### src/hdl/wfps_pkg.sv
// Shared types, constants and the arctangent table of the wall-following steering core.
package wfps_pkg;

	localparam int VEC_W = 36;
	localparam int ANG_W = 34;
	localparam int MUL_B_W = 24;
	localparam int DIV_NUM_W = 60;
	localparam int ATAN_ENTRIES = 24;

	localparam logic [2:0] REG_GAIN_P = 3'd0;
	localparam logic [2:0] REG_GAIN_I = 3'd1;
	localparam logic [2:0] REG_GAIN_D = 3'd2;
	localparam logic [2:0] REG_DESIRED = 3'd3;
	localparam logic [2:0] REG_LOOKAHEAD = 3'd4;

	localparam logic signed [ANG_W-1:0] HALF_PI_Q30 = 34'sd1686629713;
	localparam logic signed [VEC_W-1:0] INV_GAIN_Q30 = 36'sd652032874;
	localparam logic signed [MUL_B_W-1:0] COS35_Q16 = 24'sd53684;
	localparam logic signed [MUL_B_W-1:0] SIN35_Q16 = 24'sd37590;
	localparam logic signed [MUL_B_W-1:0] USEC_PER_S = 24'sd1000000;
	localparam logic signed [MUL_B_W-1:0] SMOOTH_Q16 = 24'sd3277;

	localparam logic [15:0] SPEED_HIGH = 16'd20480;
	localparam logic [15:0] SPEED_MID = 16'd11264;
	localparam logic [15:0] SPEED_LOW = 16'd6144;
	localparam logic [15:0] SPEED_MIN = 16'd3072;
	localparam logic [16:0] LIMIT_5DEG = 17'd358;
	localparam logic [16:0] LIMIT_10DEG = 17'd715;
	localparam logic [16:0] LIMIT_30DEG = 17'd2145;

	typedef struct packed {
		logic [15:0] range_at_first_beam;
		logic [15:0] range_at_second_beam;
		logic [31:0] time_us;
	} in_item_t;

	typedef struct packed {
		logic signed [15:0] steering_angle;
		logic [14:0] speed_command;
		logic time_step_zero;
	} out_item_t;

	typedef struct packed {
		logic start;
		logic signed [63:0] mcand;
		logic signed [MUL_B_W-1:0] mplier;
		logic signed [63:0] init;
	} mul_req_t;

	typedef struct packed {
		logic start;
		logic vec_mode;
		logic signed [VEC_W-1:0] x;
		logic signed [VEC_W-1:0] y;
		logic signed [ANG_W-1:0] z;
	} cordic_req_t;

	typedef struct packed {
		logic start;
		logic [DIV_NUM_W-1:0] num;
		logic [31:0] den;
	} div_req_t;

	function automatic logic signed [ANG_W-1:0] atan_entry(input logic [4:0] idx);
		logic signed [ANG_W-1:0] v;
		case (idx)
			5'd0: v = 34'sd843314857;
			5'd1: v = 34'sd497837829;
			5'd2: v = 34'sd263043836;
			5'd3: v = 34'sd133525158;
			5'd4: v = 34'sd67021686;
			5'd5: v = 34'sd33543515;
			5'd6: v = 34'sd16775850;
			5'd7: v = 34'sd8388437;
			5'd8: v = 34'sd4194282;
			5'd9: v = 34'sd2097149;
			5'd10: v = 34'sd1048575;
			5'd11: v = 34'sd524287;
			5'd12: v = 34'sd262143;
			5'd13: v = 34'sd131071;
			5'd14: v = 34'sd65535;
			5'd15: v = 34'sd32767;
			5'd16: v = 34'sd16383;
			5'd17: v = 34'sd8191;
			5'd18: v = 34'sd4095;
			5'd19: v = 34'sd2047;
			5'd20: v = 34'sd1023;
			5'd21: v = 34'sd511;
			5'd22: v = 34'sd255;
			5'd23: v = 34'sd127;
			default: v = '0;
		endcase
		return v;
	endfunction

endpackage

### src/hdl/wfps_mul.sv
// Bit-serial signed shift-and-add multiplier with a preloadable accumulator.
module wfps_mul (
	input logic clk,
	input logic arst_n,
	input wfps_pkg::mul_req_t req,
	output logic done,
	output logic signed [63:0] product
);

	localparam int CNT_W = $clog2(wfps_pkg::MUL_B_W);

	logic busy_q;
	logic done_q;
	logic [CNT_W-1:0] cnt_q;
	logic signed [63:0] acc_q;
	logic signed [63:0] mcand_q;
	logic [wfps_pkg::MUL_B_W-1:0] mplier_q;
	logic last;
	logic signed [63:0] addend;
	logic signed [63:0] acc_next;

	// The top multiplier bit carries negative weight, so it is subtracted.
	always_comb begin
		last = (cnt_q == CNT_W'(wfps_pkg::MUL_B_W - 1));
		addend = mplier_q[0] ? mcand_q : 64'sd0;
		acc_next = last ? (acc_q - addend) : (acc_q + addend);
	end

	always_ff @(posedge clk or negedge arst_n) begin
		if (!arst_n) begin
			busy_q <= 1'b0;
			done_q <= 1'b0;
			cnt_q <= '0;
		end else begin
			done_q <= 1'b0;
			if (req.start) begin
				busy_q <= 1'b1;
				cnt_q <= '0;
			end else if (busy_q) begin
				cnt_q <= cnt_q + 1'b1;
				if (last) begin
					busy_q <= 1'b0;
					done_q <= 1'b1;
				end
			end
		end
	end

	always_ff @(posedge clk) begin
		if (req.start) begin
			acc_q <= req.init;
			mcand_q <= req.mcand;
			mplier_q <= req.mplier;
		end else if (busy_q) begin
			acc_q <= acc_next;
			mcand_q <= mcand_q <<< 1;
			mplier_q <= mplier_q >> 1;
		end
	end

	assign done = done_q;
	assign product = acc_q;

endmodule

### src/hdl/wfps_div.sv
// Restoring unsigned divider producing one quotient bit per cycle.
module wfps_div (
	input logic clk,
	input logic arst_n,
	input wfps_pkg::div_req_t req,
	output logic done,
	output logic [wfps_pkg::DIV_NUM_W-1:0] quotient
);

	localparam int NW = wfps_pkg::DIV_NUM_W;
	localparam int CNT_W = $clog2(NW);

	logic busy_q;
	logic done_q;
	logic [CNT_W-1:0] cnt_q;
	logic [31:0] rem_q;
	logic [31:0] den_q;
	logic [NW-1:0] quo_q;
	logic [32:0] trial;
	logic ge;
	logic [32:0] rem_next;

	always_comb begin
		trial = {rem_q, quo_q[NW-1]};
		ge = (trial >= {1'b0, den_q});
		rem_next = ge ? (trial - {1'b0, den_q}) : trial;
	end

	always_ff @(posedge clk or negedge arst_n) begin
		if (!arst_n) begin
			busy_q <= 1'b0;
			done_q <= 1'b0;
			cnt_q <= '0;
		end else begin
			done_q <= 1'b0;
			if (req.start) begin
				busy_q <= 1'b1;
				cnt_q <= '0;
			end else if (busy_q) begin
				cnt_q <= cnt_q + 1'b1;
				if (cnt_q == CNT_W'(NW - 1)) begin
					busy_q <= 1'b0;
					done_q <= 1'b1;
				end
			end
		end
	end

	// The numerator shifts out of the top while quotient bits enter at the bottom.
	always_ff @(posedge clk) begin
		if (req.start) begin
			rem_q <= '0;
			den_q <= req.den;
			quo_q <= req.num;
		end else if (busy_q) begin
			rem_q <= rem_next[31:0];
			quo_q <= {quo_q[NW-2:0], ge};
		end
	end

	assign done = done_q;
	assign quotient = quo_q;

endmodule

### src/hdl/wfps_cordic.sv
// Iterative CORDIC, one micro-rotation per cycle, in vectoring or rotation mode.
module wfps_cordic #(
	parameter int STEPS = 16
) (
	input logic clk,
	input logic arst_n,
	input wfps_pkg::cordic_req_t req,
	output logic done,
	output logic signed [wfps_pkg::VEC_W-1:0] x_out,
	output logic signed [wfps_pkg::VEC_W-1:0] y_out,
	output logic signed [wfps_pkg::ANG_W-1:0] z_out
);

	localparam int VW = wfps_pkg::VEC_W;
	localparam int AW = wfps_pkg::ANG_W;

	logic busy_q;
	logic done_q;
	logic vec_q;
	logic [4:0] i_q;
	logic signed [VW-1:0] x_q;
	logic signed [VW-1:0] y_q;
	logic signed [AW-1:0] z_q;
	logic signed [VW-1:0] x_sh;
	logic signed [VW-1:0] y_sh;
	logic signed [AW-1:0] ang;
	logic cw;
	logic last;
	logic zero_vec;

	always_comb begin
		x_sh = x_q >>> i_q;
		y_sh = y_q >>> i_q;
		ang = wfps_pkg::atan_entry(i_q);
		// Vectoring drives y toward zero, rotation drives z toward zero.
		cw = vec_q ? !y_q[VW-1] : z_q[AW-1];
		last = (i_q == 5'(STEPS - 1));
		zero_vec = (req.x == '0) && (req.y == '0);
	end

	always_ff @(posedge clk or negedge arst_n) begin
		if (!arst_n) begin
			busy_q <= 1'b0;
			done_q <= 1'b0;
			i_q <= '0;
		end else begin
			done_q <= 1'b0;
			if (req.start) begin
				i_q <= '0;
				if (req.vec_mode && zero_vec) begin
					busy_q <= 1'b0;
					done_q <= 1'b1;
				end else begin
					busy_q <= 1'b1;
				end
			end else if (busy_q) begin
				i_q <= i_q + 1'b1;
				if (last) begin
					busy_q <= 1'b0;
					done_q <= 1'b1;
				end
			end
		end
	end

	always_ff @(posedge clk) begin
		if (req.start) begin
			vec_q <= req.vec_mode;
			if (req.vec_mode) begin
				if (zero_vec) begin
					x_q <= '0;
					y_q <= '0;
					z_q <= '0;
				end else if (req.x[VW-1]) begin
					// Pre-rotate a left-half vector by a quarter turn.
					x_q <= req.y;
					y_q <= -req.x;
					z_q <= wfps_pkg::HALF_PI_Q30;
				end else begin
					x_q <= req.x;
					y_q <= req.y;
					z_q <= '0;
				end
			end else if (req.z > wfps_pkg::HALF_PI_Q30) begin
				x_q <= '0;
				y_q <= wfps_pkg::INV_GAIN_Q30;
				z_q <= req.z - wfps_pkg::HALF_PI_Q30;
			end else begin
				x_q <= wfps_pkg::INV_GAIN_Q30;
				y_q <= '0;
				z_q <= req.z;
			end
		end else if (busy_q) begin
			if (cw) begin
				x_q <= x_q + y_sh;
				y_q <= y_q - x_sh;
				z_q <= z_q + ang;
			end else begin
				x_q <= x_q - y_sh;
				y_q <= y_q + x_sh;
				z_q <= z_q - ang;
			end
		end
	end

	assign done = done_q;
	assign x_out = x_q;
	assign y_out = y_q;
	assign z_out = z_q;

endmodule

### src/hdl/wall_follow_pid_steering_core.sv
// Top level of the wall-following PID steering core: registers, sequencer and output stage.
//
// One request per lidar scan enters on in_valid/in_ready with the two beam ranges
// and the scan time stamp; one request leaves on out_valid/out_ready with the
// saturated steering angle, the smoothed speed and the zero time step flag.
// The user must write gains and distances over the APB port only while no scan is
// in flight; the block itself does not enforce it. A scan runs seven products
// on the shared bit-serial multiplier when its time step is zero and nine
// otherwise, two CORDIC passes, and, for a nonzero time step, the bit-serial
// divide of the derivative term. The multiplier sets the pace.
// Only one scan is processed at a time; in_ready is high only while the sequencer
// is idle. The finished result sits in an output register, so the next scan is
// taken while that result waits for out_ready; a stalled receiver holds the last
// step of the following scan until the output register frees up.
// Reset restores the default gains and distances and clears the error history,
// the integral, the last time stamp and the speed estimate.
module wall_follow_pid_steering_core #(
	parameter int CORDIC_STEPS = 16
) (
	input logic clk,
	input logic arst_n,
	input logic in_valid,
	output logic in_ready,
	input wfps_pkg::in_item_t in_data,
	output logic out_valid,
	input logic out_ready,
	output wfps_pkg::out_item_t out_data,
	input logic psel,
	input logic penable,
	input logic pwrite,
	input logic [4:0] paddr,
	input logic [31:0] pwdata,
	output logic [31:0] prdata,
	output logic pready
);

	localparam int STEPS = (CORDIC_STEPS > wfps_pkg::ATAN_ENTRIES) ?
		wfps_pkg::ATAN_ENTRIES : CORDIC_STEPS;
	localparam int VW = wfps_pkg::VEC_W;
	localparam int AW = wfps_pkg::ANG_W;

	localparam logic [4:0] ST_IDLE = 5'd0;
	localparam logic [4:0] ST_MUL_AC = 5'd1;
	localparam logic [4:0] ST_MUL_AS = 5'd2;
	localparam logic [4:0] ST_VEC = 5'd3;
	localparam logic [4:0] ST_ROT = 5'd4;
	localparam logic [4:0] ST_MUL_BC = 5'd5;
	localparam logic [4:0] ST_MUL_LS = 5'd6;
	localparam logic [4:0] ST_ERR = 5'd7;
	localparam logic [4:0] ST_SUM = 5'd8;
	localparam logic [4:0] ST_MUL_P = 5'd9;
	localparam logic [4:0] ST_MUL_I = 5'd10;
	localparam logic [4:0] ST_MUL_D = 5'd11;
	localparam logic [4:0] ST_MUL_DS = 5'd12;
	localparam logic [4:0] ST_DIV = 5'd13;
	localparam logic [4:0] ST_STEER = 5'd14;
	localparam logic [4:0] ST_MUL_SP = 5'd15;
	localparam logic [4:0] ST_OUT = 5'd16;

	localparam logic signed [23:0] E_MAX = 24'h7FFFFF;
	localparam logic signed [23:0] E_MIN = 24'h800000;
	localparam logic signed [31:0] S_MAX = 32'h7FFFFFFF;
	localparam logic signed [31:0] S_MIN = 32'h80000000;
	localparam logic signed [15:0] T_MAX = 16'h7FFF;
	localparam logic signed [15:0] T_MIN = 16'h8000;

	logic [4:0] state_q;
	logic go_q;
	logic out_valid_q;
	wfps_pkg::out_item_t out_data_q;

	logic signed [15:0] kp_q;
	logic signed [15:0] ki_q;
	logic signed [15:0] kd_q;
	logic [15:0] desired_q;
	logic [15:0] lookahead_q;

	logic signed [23:0] last_error_q;
	logic signed [31:0] error_sum_q;
	logic [31:0] last_time_q;
	logic [15:0] speed_q;

	logic [15:0] a_q;
	logic [15:0] b_q;
	logic [31:0] time_q;
	logic [31:0] dt_q;
	logic zero_q;
	logic signed [VW-1:0] xv_q;
	logic signed [VW-1:0] yv_q;
	logic signed [AW-1:0] alpha_q;
	logic signed [VW-1:0] c_q;
	logic signed [VW-1:0] s_q;
	logic signed [23:0] e_q;
	logic signed [31:0] sum_q;
	logic signed [24:0] de_q;
	logic signed [63:0] pi_q;
	logic neg_q;
	logic [wfps_pkg::DIV_NUM_W-1:0] mag_q;
	logic signed [63:0] acc_q;
	logic signed [15:0] steer_q;

	wfps_pkg::mul_req_t mul_req;
	wfps_pkg::cordic_req_t cor_req;
	wfps_pkg::div_req_t div_req;
	logic mul_done;
	logic signed [63:0] mul_prod;
	logic cor_done;
	logic signed [VW-1:0] cor_x;
	logic signed [VW-1:0] cor_y;
	logic signed [AW-1:0] cor_z;
	logic div_done;
	logic [wfps_pkg::DIV_NUM_W-1:0] div_quo;

	logic in_acc;
	logic cfg_wr;
	logic unit_done;
	logic signed [63:0] e_full;
	logic signed [23:0] e_next;
	logic signed [33:0] sum_wide;
	logic signed [31:0] sum_next;
	logic signed [63:0] t_full;
	logic signed [15:0] steer_next;
	logic signed [16:0] st17;
	logic [16:0] mag;
	logic [15:0] target;
	logic signed [16:0] diff;
	logic signed [63:0] prod_mag;
	logic signed [63:0] q_signed;

	wfps_mul u_mul (
		.clk(clk),
		.arst_n(arst_n),
		.req(mul_req),
		.done(mul_done),
		.product(mul_prod)
	);

	wfps_cordic #(.STEPS(STEPS)) u_cordic (
		.clk(clk),
		.arst_n(arst_n),
		.req(cor_req),
		.done(cor_done),
		.x_out(cor_x),
		.y_out(cor_y),
		.z_out(cor_z)
	);

	wfps_div u_div (
		.clk(clk),
		.arst_n(arst_n),
		.req(div_req),
		.done(div_done),
		.quotient(div_quo)
	);

	assign in_ready = (state_q == ST_IDLE);
	assign in_acc = in_valid && in_ready;
	assign cfg_wr = psel && penable && pwrite;
	assign pready = 1'b1;
	assign out_valid = out_valid_q;
	assign out_data = out_data_q;

	always_comb begin
		case (paddr[4:2])
			wfps_pkg::REG_GAIN_P: prdata = {16'd0, kp_q};
			wfps_pkg::REG_GAIN_I: prdata = {16'd0, ki_q};
			wfps_pkg::REG_GAIN_D: prdata = {16'd0, kd_q};
			wfps_pkg::REG_DESIRED: prdata = {16'd0, desired_q};
			wfps_pkg::REG_LOOKAHEAD: prdata = {16'd0, lookahead_q};
			default: prdata = '0;
		endcase
	end

	// Operand selection for the shared units; each start is a single-cycle pulse.
	always_comb begin
		mul_req = '0;
		cor_req = '0;
		div_req = '0;
		case (state_q)
			ST_MUL_AC: begin
				mul_req.start = !go_q;
				mul_req.mcand = 64'(wfps_pkg::COS35_Q16);
				mul_req.mplier = 24'(a_q);
			end
			ST_MUL_AS: begin
				mul_req.start = !go_q;
				mul_req.mcand = 64'(wfps_pkg::SIN35_Q16);
				mul_req.mplier = 24'(a_q);
			end
			ST_VEC: begin
				cor_req.start = !go_q;
				cor_req.vec_mode = 1'b1;
				cor_req.x = xv_q;
				cor_req.y = yv_q;
			end
			ST_ROT: begin
				cor_req.start = !go_q;
				cor_req.z = alpha_q;
			end
			ST_MUL_BC: begin
				mul_req.start = !go_q;
				mul_req.mcand = -64'(c_q);
				mul_req.mplier = 24'(b_q);
				mul_req.init = (64'(desired_q) << 30) + 64'sd536870912;
			end
			ST_MUL_LS: begin
				mul_req.start = !go_q;
				mul_req.mcand = -64'(s_q);
				mul_req.mplier = 24'(lookahead_q);
				mul_req.init = mul_prod;
			end
			ST_MUL_P: begin
				mul_req.start = !go_q;
				mul_req.mcand = 64'(e_q);
				mul_req.mplier = 24'(kp_q);
			end
			ST_MUL_I: begin
				mul_req.start = !go_q;
				mul_req.mcand = 64'(sum_q);
				mul_req.mplier = 24'(ki_q);
				mul_req.init = mul_prod;
			end
			ST_MUL_D: begin
				mul_req.start = !go_q;
				mul_req.mcand = 64'(de_q);
				mul_req.mplier = 24'(kd_q);
			end
			ST_MUL_DS: begin
				mul_req.start = !go_q;
				mul_req.mcand = mul_prod;
				mul_req.mplier = wfps_pkg::USEC_PER_S;
			end
			ST_DIV: begin
				div_req.start = !go_q;
				div_req.num = mag_q;
				div_req.den = dt_q;
			end
			ST_MUL_SP: begin
				mul_req.start = !go_q;
				mul_req.mcand = 64'(diff);
				mul_req.mplier = wfps_pkg::SMOOTH_Q16;
				mul_req.init = 64'sd32768;
			end
			default: begin
				mul_req = '0;
			end
		endcase
	end

	always_comb begin
		unit_done = mul_done || cor_done || div_done;

		e_full = mul_prod >>> 30;
		if (e_full > 64'(E_MAX)) begin
			e_next = E_MAX;
		end else if (e_full < 64'(E_MIN)) begin
			e_next = E_MIN;
		end else begin
			e_next = e_full[23:0];
		end

		sum_wide = 34'(error_sum_q) + 34'(e_q);
		if (sum_wide > 34'(S_MAX)) begin
			sum_next = S_MAX;
		end else if (sum_wide < 34'(S_MIN)) begin
			sum_next = S_MIN;
		end else begin
			sum_next = sum_wide[31:0];
		end

		t_full = (acc_q + 64'sd32) >>> 6;
		if (t_full > 64'(T_MAX)) begin
			steer_next = T_MAX;
		end else if (t_full < 64'(T_MIN)) begin
			steer_next = T_MIN;
		end else begin
			steer_next = t_full[15:0];
		end

		st17 = 17'(steer_q);
		mag = st17[16] ? 17'(-st17) : 17'(st17);
		if (mag < wfps_pkg::LIMIT_5DEG) begin
			target = wfps_pkg::SPEED_HIGH;
		end else if (mag < wfps_pkg::LIMIT_10DEG) begin
			target = wfps_pkg::SPEED_MID;
		end else if (mag < wfps_pkg::LIMIT_30DEG) begin
			target = wfps_pkg::SPEED_LOW;
		end else begin
			target = wfps_pkg::SPEED_MIN;
		end
		diff = $signed({1'b0, target}) - $signed({1'b0, speed_q});

		prod_mag = mul_prod[63] ? -mul_prod : mul_prod;
		q_signed = neg_q ? -$signed({4'd0, div_quo}) : $signed({4'd0, div_quo});
	end

	always_ff @(posedge clk or negedge arst_n) begin
		if (!arst_n) begin
			state_q <= ST_IDLE;
			go_q <= 1'b0;
			out_valid_q <= 1'b0;
			kp_q <= 16'sd512;
			ki_q <= 16'sd0;
			kd_q <= 16'sd26;
			desired_q <= 16'd614;
			lookahead_q <= 16'd512;
			last_error_q <= '0;
			error_sum_q <= '0;
			last_time_q <= '0;
			speed_q <= '0;
		end else begin
			if (cfg_wr) begin
				case (paddr[4:2])
					wfps_pkg::REG_GAIN_P: kp_q <= pwdata[15:0];
					wfps_pkg::REG_GAIN_I: ki_q <= pwdata[15:0];
					wfps_pkg::REG_GAIN_D: kd_q <= pwdata[15:0];
					wfps_pkg::REG_DESIRED: desired_q <= pwdata[15:0];
					wfps_pkg::REG_LOOKAHEAD: lookahead_q <= pwdata[15:0];
					default: ;
				endcase
			end

			// The output stage reloads the register itself when a result leaves.
			if (out_valid_q && out_ready && (state_q != ST_OUT)) begin
				out_valid_q <= 1'b0;
			end

			case (state_q)
				ST_IDLE: begin
					go_q <= 1'b0;
					if (in_acc) begin
						state_q <= ST_MUL_AC;
					end
				end
				ST_ERR: state_q <= ST_SUM;
				ST_SUM: state_q <= ST_MUL_P;
				ST_STEER: begin
					last_error_q <= e_q;
					error_sum_q <= sum_q;
					last_time_q <= time_q;
					state_q <= ST_MUL_SP;
				end
				ST_OUT: begin
					if (!out_valid_q || out_ready) begin
						out_valid_q <= 1'b1;
						state_q <= ST_IDLE;
					end
				end
				default: begin
					if (!go_q) begin
						go_q <= 1'b1;
					end else if (unit_done) begin
						go_q <= 1'b0;
						case (state_q)
							ST_MUL_AC: state_q <= ST_MUL_AS;
							ST_MUL_AS: state_q <= ST_VEC;
							ST_VEC: state_q <= ST_ROT;
							ST_ROT: state_q <= ST_MUL_BC;
							ST_MUL_BC: state_q <= ST_MUL_LS;
							ST_MUL_LS: state_q <= ST_ERR;
							ST_MUL_P: state_q <= ST_MUL_I;
							ST_MUL_I: state_q <= zero_q ? ST_STEER : ST_MUL_D;
							ST_MUL_D: state_q <= ST_MUL_DS;
							ST_MUL_DS: state_q <= ST_DIV;
							ST_DIV: state_q <= ST_STEER;
							ST_MUL_SP: begin
								speed_q <= speed_q + mul_prod[31:16];
								state_q <= ST_OUT;
							end
							default: state_q <= ST_IDLE;
						endcase
					end
				end
			endcase
		end
	end

	always_ff @(posedge clk) begin
		if (in_acc) begin
			a_q <= in_data.range_at_first_beam;
			b_q <= in_data.range_at_second_beam;
			time_q <= in_data.time_us;
			dt_q <= in_data.time_us - last_time_q;
			zero_q <= (in_data.time_us == last_time_q);
		end
		if (go_q && unit_done) begin
			case (state_q)
				ST_MUL_AC: xv_q <= VW'(mul_prod - (64'(b_q) << 16));
				ST_MUL_AS: yv_q <= mul_prod[VW-1:0];
				ST_VEC: alpha_q <= cor_z;
				ST_ROT: begin
					c_q <= cor_x;
					s_q <= cor_y;
				end
				ST_MUL_I: begin
					pi_q <= mul_prod;
					acc_q <= mul_prod;
				end
				ST_MUL_DS: begin
					neg_q <= mul_prod[63];
					mag_q <= prod_mag[wfps_pkg::DIV_NUM_W-1:0];
				end
				ST_DIV: acc_q <= pi_q + q_signed;
				default: ;
			endcase
		end
		if (state_q == ST_ERR) begin
			e_q <= e_next;
		end
		if (state_q == ST_SUM) begin
			sum_q <= sum_next;
			de_q <= 25'(e_q) - 25'(last_error_q);
		end
		if (state_q == ST_STEER) begin
			steer_q <= steer_next;
		end
		if ((state_q == ST_OUT) && (!out_valid_q || out_ready)) begin
			out_data_q.steering_angle <= steer_q;
			out_data_q.speed_command <= speed_q[14:0];
			out_data_q.time_step_zero <= zero_q;
		end
	end

endmodule

### config.mk
export PLATFORM = sky130hd
export DESIGN_NAME = wall_follow_pid_steering_core
export DESIGN_NICKNAME = d
export VERILOG_FILES = /design/src/hdl/wfps_pkg.sv /design/src/hdl/wfps_mul.sv /design/src/hdl/wfps_div.sv /design/src/hdl/wfps_cordic.sv /design/src/hdl/wall_follow_pid_steering_core.sv
export SDC_FILE = /design/constraint.sdc
export NUM_CORES = 2
export LEC_CHECK = 0
export BUFFER_PORTS_ARGS = -buffer_cell sky130_fd_sc_hd__buf_2
export CORE_MARGIN = 2
export CORE_UTILIZATION = 45
export CTS_BUF_LIST = sky130_fd_sc_hd__clkbuf_4 sky130_fd_sc_hd__clkbuf_8
export CTS_CLUSTER_DIAMETER = 80
export DETAILED_ROUTE_END_ITERATION = 10
export PLACE_DENSITY_LB_ADDON = 0.25
export SLEW_MARGIN = 20
export SYNTH_ARGS = -nofsm -noshare
export SYNTH_HDL_FRONTEND = slang
export SYNTH_HIERARCHICAL = 1
export SYNTH_SLANG_ARGS = --single-unit
### constraint.sdc
create_clock -name clk -period 7.3 [get_ports clk]
set_input_delay 1.46 -clock clk [delete_from_list [all_inputs] [get_ports clk]]
set_output_delay 1.46 -clock clk [all_outputs]
set_load 0.05 [all_outputs]
# Yosys cells after proc, flatten, opt, wreduce, memory -nomap -nowiden
# Memory sizes are Yosys's and may differ from the RTL's.
# Index checks and enable logic that the tools add are counted.
# Widths: inputs -> output; s select.
# totals
reg_bits	1189
latch_bits	0
ramBits	0
mem_bits_ro	960
output_inout_bits	67
elab_cells	256
n_memories	1
# classes
n_addsub	28
multipliers	0
n_div	0
order_cmp	11
n_eq_ne	28
shifts	2
muxes	89
bitwise_logic	1
reduce_logical	44
# memory_table
memory	depth	width	read_ports	rd_clocked_by_memory_dff	wr	line	rtl
(name not given)	32	30	1	0	0	wfps_pkg.sv:66	case (idx)
# op_table
op	count
$pmux 89 s9	1
$mux 64	7
$mux 36	12
$mux 34	7
$pmux 64 s3	1
$mux 60	3
$add 64x64->64	2
$neg 36->64	2
$pmux 64 s2	1
$mux 93	1
$pmux 16 s5	1
$mux 73	1
$add 36x36->36	2
$logic_not 36->1	2
$mux 24	3
$sshr 36x5->36	2
$sub 36x36->36	2
$add 64x7->64 const B	1
$mux 32	2
$neg 60->64	1
$sub 32x32->32	2
$sub 64x64->64	1
$mux 30	2
$neg 60->60	1
63 further kinds	143

# Logic depth before layout (Yosys ltp)
# depth
ltp_word	10
mapped_depth	27

# Hierarchy
# Netlist, hierarchy kept.
# modules_own_cells
mod	instances	cells_each	area_each_um2	seq_area_each_um2
wall_follow_pid_steering_core	1	4308	45672.6	22449.0
wfps_cordic	1	2419	20133.1	3388.2
wfps_mul	1	1304	12162.9	4739.5
wfps_div	1	712	7503.4	3603.5

# Worst setup path before layout
# Ideal clock, no wire load.
# synth_timing
path_kind	register to register
from	register state_q[1]
to	register state_q[3]
arrival_time_ns	7.428
t_required_ns	7.217
slack_ns	-0.211
path_stages_with_launch	9
synth_period_minus_slack_ns	7.511
cell_sequence	dfrtp_1 clkbuf_1 nor4_1 nor2_1 o2111ai_1 o21ai_0 nor4_1 a21oi_1 o22ai_1
# synth_between
elab_chain_len	5
word_cells_on_any_way	27
cone_classes	eq/ne: 18; mux: 4; reduce/logical: 5
# synth_rtl
item	line	rtl
from (decl)	wall_follow_pid_steering_core.sv:67	logic [4:0] state_q;
from (signal assigned)	wall_follow_pid_steering_core.sv:362	ST_MUL_I: state_q <= zero_q ? ST_STEER : ST_MUL_D;
$eq 5x4->1, or another cell as far along	wall_follow_pid_steering_core.sv:354	case (state_q)
$pmux 5 s12	wall_follow_pid_steering_core.sv:354	
$mux 5	wall_follow_pid_steering_core.sv:352	end else if (unit_done) begin
$mux 5	wall_follow_pid_steering_core.sv:350	if (!go_q) begin
$pmux 5 s5	wall_follow_pid_steering_core.sv:328	case (state_q)
# Several ways; a longest one is shown, not always the timed one. The select of a mux whose other input is x is not followed.
# A chain may end at the register's enable or synchronous reset.

# Worst setup path after layout
# layout_timing
from	register u_cordic.i_q[1]
to	register u_cordic.x_q[29], in the netlist u_cordic/x_out[29], data pin
# layout_between
elab_chain_len	5
word_cells_on_any_way	6
cone_classes	add/sub: 2; shift: 1; mux: 3
# layout_rtl
item	line	rtl
from (decl)	wfps_cordic.sv:20	logic [4:0] i_q;
from (signal assigned)	wfps_cordic.sv:57	i_q <= i_q + 1'b1;
$sshr 36x5->36 (*)	wfps_cordic.sv:33	y_sh = y_q >>> i_q;
$sub 36x36->36 or $add 36x36->36 (tied branches)	wfps_cordic.sv:99, wfps_cordic.sv:95	
$mux 36 (*)	wfps_cordic.sv:94	if (cw) begin
$mux 36 (*)	wfps_cordic.sv:93	end else if (busy_q) begin
$mux 36 (*)	wfps_cordic.sv:67	if (req.start) begin
to (signal assigned)	wfps_cordic.sv:76	x_q <= req.y;
to (signal assigned)	wfps_cordic.sv:95	x_q <= x_q + y_sh;
to (signal assigned)	wfps_cordic.sv:99	x_q <= x_q - y_sh;
to (decl)	wfps_cordic.sv:21	logic signed [VW-1:0] x_q;
# Mark *: on every way between the ends. The rest lies on a longest branch, timed or not. The select of a mux whose other input is x is not followed.

==> metrics.md <==
| Metric | Value |
|---|---|
| Required time of the critical path | `7940 ps` |
| Timing endpoint of the critical path | `u_cordic/x_out[29]` |
| Worst relative slew slack | `18.6%` |
| Layout filler cell count | `17,400` |
| Clock insertion delay at the later pin of the skew report | `990 ps` |
| Detailed-route wire length | `304,000 um` |
| Cell types with the largest area share after synthesis | `sky130_fd_sc_hd__edfxtp_1 (33%), sky130_fd_sc_hd__ha_1 (6.0%), sky130_fd_sc_hd__dfrtp_1 (5.9%)` |
| Portion of synthesized cell area occupied by the leading cell type | `33.0%` |
| Critical Path Start Type | `register` |
| Total power per unit cell area | `155 mW/mm^2` |
| Core Rows | `159` |
| Global routing met3 resource utilization | `6.81%` |
| TritonRoute pass-1 iters | `9` |
| Layout cell share with drive strength beyond 1 | `15.8%` |
| Clock tree from TritonCTS | `built` |
| Synthesized area | `0.0855 mm^2` |
| Count of state elements after synthesis | `1,184` |
| Busiest grt layer | `met2` |
| Arrival time reported for the critical path endpoint | `7640 ps` |
| Largest area contributor in the synthesized netlist | `sky130_fd_sc_hd__edfxtp_1` |
| Fraction of met2 tracks used by global routing | `47.1%` |
| Die Area | `0.193 mm^2` |
| Most frequent cells after synthesis | `sky130_fd_sc_hd__edfxtp_1 (939), sky130_fd_sc_hd__nand2_1 (794), sky130_fd_sc_hd__o21ai_0 (579), sky130_fd_sc_hd__nor2_1 (538), sky130_fd_sc_hd__a21oi_1 (534)` |
| EDFF count, synth | `939` |
| Startpoint of the worst-slack reg-to-reg timing path | `u_cordic/i_q[1]` |
| Met1 demand-to-capacity share in global routing | `41.6%` |
| Finished Layout Cells | `11,600` |
| Num ports | `175` |
| Number of levels in the clock H-tree | `4` |
| Distinct cell type count of the synthesized netlist | `138` |
| Die height | `440 um` |
| Drt wl/cell | `26.1 um` |
| TritonCTS buffer count | `211` |
| Synthesized area per cell | `9.78 um^2` |
| First-pass GRT wire length | `448,000 um` |
| Initial antenna violation count | `13` |
| Clock Pin Slew Worst Setup and Hold Paths | `60 ps` |
| Maximum root-to-sink buffer count | `3` |
| Via density per instance | `6.26` |
| Cell with the most instances after synthesis | `sky130_fd_sc_hd__edfxtp_1` |
| Maximum number of pins on one net before global-route repair | `144` |
| Area overhead of the layout relative to synthesis | `10.9%` |
| Count of warnings emitted by yosys | `6` |
| Number of pins with negative max-slew slack in the final report | `0` |
| Clock root buffer | `sky130_fd_sc_hd__clkbuf_8` |
| Instance count after placement with tap cells included | `11,200` |
| Count of final hold-check violations | `0` |
| Crit Path Max Fanout | `21` |
| Launch point of the worst path | `u_cordic/i_q[1]` |
| Setup slack of the worst register-to-register path | `300 ps` |
| Floorplan Core Area | `0.188 mm^2` |
| Final GP Congestion | `1.01` |
| CTS sink count | `1,184` |
| Final worst hold slack | `419 ps` |
| Maximum VDD drop | `0.000160 V` |
| Final critical path time including I/O delays and setup | `7000 ps` |
| Unrepaired setup endpoints after global routing | `false` |
| Number of violations reported at the end of detailed-routing iteration 0 | `8,691` |
| Detailed-route DRC error count | `0` |
| Buffers on Ports | `139` |
| All-Layer GR Usage | `30.6%` |
| End of the worst register-to-register path | `u_cordic/x_out[29]` |
| Clock skew | `88.6 ps` |
| Max Freq | `0.143 GHz` |
| Status | `finished clean` |
| Slew at the pin closest to its max-slew limit | `1220 ps` |
| LEAKAGE | `35.3 nW` |
| Worst reg-to-reg path cell count | `22` |
| Setup crit end kind | `register` |
| Via count | `72,800` |
| Final HPWL DP | `228,000 um` |
| Final worst path period share | `95.9%` |
| Worst min-delay path category | `primary input to async pin` |
| Vias in the first global route | `69,700` |
| Total setup violations reported at the end of the flow | `0` |
| Number of routed nets with antenna violations | `0` |
| Horizontal die dimension | `440 um` |
| Startpoint-to-endpoint class of the critical path | `register to register` |
| Async set or reset register ratio after synthesis | `18.0%` |
| Total Negative Setup Slacks | `0 ps` |
| MaxCap Viol Count | `0` |
| Global-route congestion overflow total | `0` |
| Mapped Cells | `8,743` |
| Sequential area share after synthesis | `40.0%` |
| Flip-flop cell with the highest count after synthesis | `sky130_fd_sc_hd__edfxtp_1` |
| Net count, final | `9,481` |
| Initial core utilization | `45.4%` |
-- layout by cell type (no fill, tap or decap), types with 255 or more instances in the layout --
master	count
sky130_fd_sc_hd__edfxtp_1	939
sky130_fd_sc_hd__xor2_1	276
sky130_fd_sc_hd__a21oi_1	531
sky130_fd_sc_hd__nor2_1	522
sky130_fd_sc_hd__o21ai_0	578
sky130_fd_sc_hd__and2_1	255
sky130_fd_sc_hd__xnor2_1	467
sky130_fd_sc_hd__nand2_1	793
sky130_fd_sc_hd__mux2_2	352
sky130_fd_sc_hd__ha_1	412
sky130_fd_sc_hd__inv_1	295
sky130_fd_sc_hd__buf_4	294
-- per-layer routing --
layer	part of all wire [%]	up-vias
met5	0.030	-
met4	4.0	14
met3	9.3	555
met2	44	3421
met1	42	35700
li1	-	33100
-- worst min-delay path by stage --
stage	from	to	depth (start not counted)
after floorplan	steer_q[15]	out_data[31]	0
after global placement	time_q[25]	last_time_q[25]	2
after detailed placement	time_q[6]	last_time_q[6]	2
after CTS	arst_n	last_time_q[8]	1
after global routing	arst_n	last_time_q[11]	1
final	arst_n	last_time_q[11]	1
-- logic make-up after synthesis --
logic type	share of synthesized area (%)
AO/OA/AOI/OAI	18.5
XOR/XNOR	7.61
adder cells (fa/ha/maj)	6.34
buffers and inverters	3.73
flip-flops	40.0
multiplexers	8.12
other	0.00879
AND/OR/NAND/NOR	15.7
-- worst max-delay path, cell delays in order, from the launching register on --
cell,delay (ps)
sky130_fd_sc_hd__dfrtp_4,720
sky130_fd_sc_hd__mux4_2,710
sky130_fd_sc_hd__a221o_1,380
sky130_fd_sc_hd__a221oi_2,390
sky130_fd_sc_hd__ha_1,260
sky130_fd_sc_hd__inv_1,50
sky130_fd_sc_hd__a2111oi_0,390
sky130_fd_sc_hd__nand4_1,240
sky130_fd_sc_hd__or3b_4,480
sky130_fd_sc_hd__nor2b_4,150
sky130_fd_sc_hd__a41oi_1,140
sky130_fd_sc_hd__xnor2_1,260
sky130_fd_sc_hd__ha_1,310
sky130_fd_sc_hd__and3_1,230
sky130_fd_sc_hd__and2_1,170
sky130_fd_sc_hd__a221o_1,350
sky130_fd_sc_hd__a221o_1,330
sky130_fd_sc_hd__a21oi_1,300
sky130_fd_sc_hd__buf_4,200
sky130_fd_sc_hd__o21ai_0,110
sky130_fd_sc_hd__a21oi_1,200
sky130_fd_sc_hd__xor2_1,160
sky130_fd_sc_hd__a21boi_0,100
-- stage by stage --
step / cell area (um^2) / setup slack, ps / total power, mW / util, %
detailed placement: 90100 / 520 / 7.95 / 47.9
finish: 94800 / 298 / 14.7 / 50.4
CTS: 94800 / 449 / 14.8 / 50.4
global placement: 90100 / 523 / 7.94 / 47.9
floorplan: 85500 / 1200 / 7.76 / -
global route: 94800 / 2.95 / 15.2 / 50.4
-- layout make-up --
type	instances	area (um^2)	share of cell area (%)
Timing Repair Buffer	448	3200	3.37
Tap cell	2495	3120	3.29
Sequential cell	1184	34200	36.1
Antenna cell	11	27.5	0.0290
Clock inverter	115	1110	1.17
Inverter	302	1140	1.20
Multi-Input combinational cell	6804	48500	51.1
Clock buffer	284	3570	3.77
-- registers in the layout, summed over array words and instances, names as in the netlist, 59 cells and up --
name	flops
acc_q	59
u_div/quotient	60
u_mul/product	64
mag_q	60
pi_q	64
u_mul/mcand_q	64
-- report_power, final --
| part | switching, mW | leakage (nW) | internal [mW] |
|---|---|---|---|
| clock network | 3.04 | 2.45 | 3.85 |
| registers | 0.119 | 10.5 | 7.30 |
| logic | 0.232 | 22.3 | 0.163 |
| total | 3.39 | 35.3 | 11.3 |
-- timing repair --
item,CTS,global route
buffers inserted,0,0
gates resized for setup,0,1
hold buffers,0,0
endpoints found under the setup margin,0,2
Power figures use the tool's default switching activity.
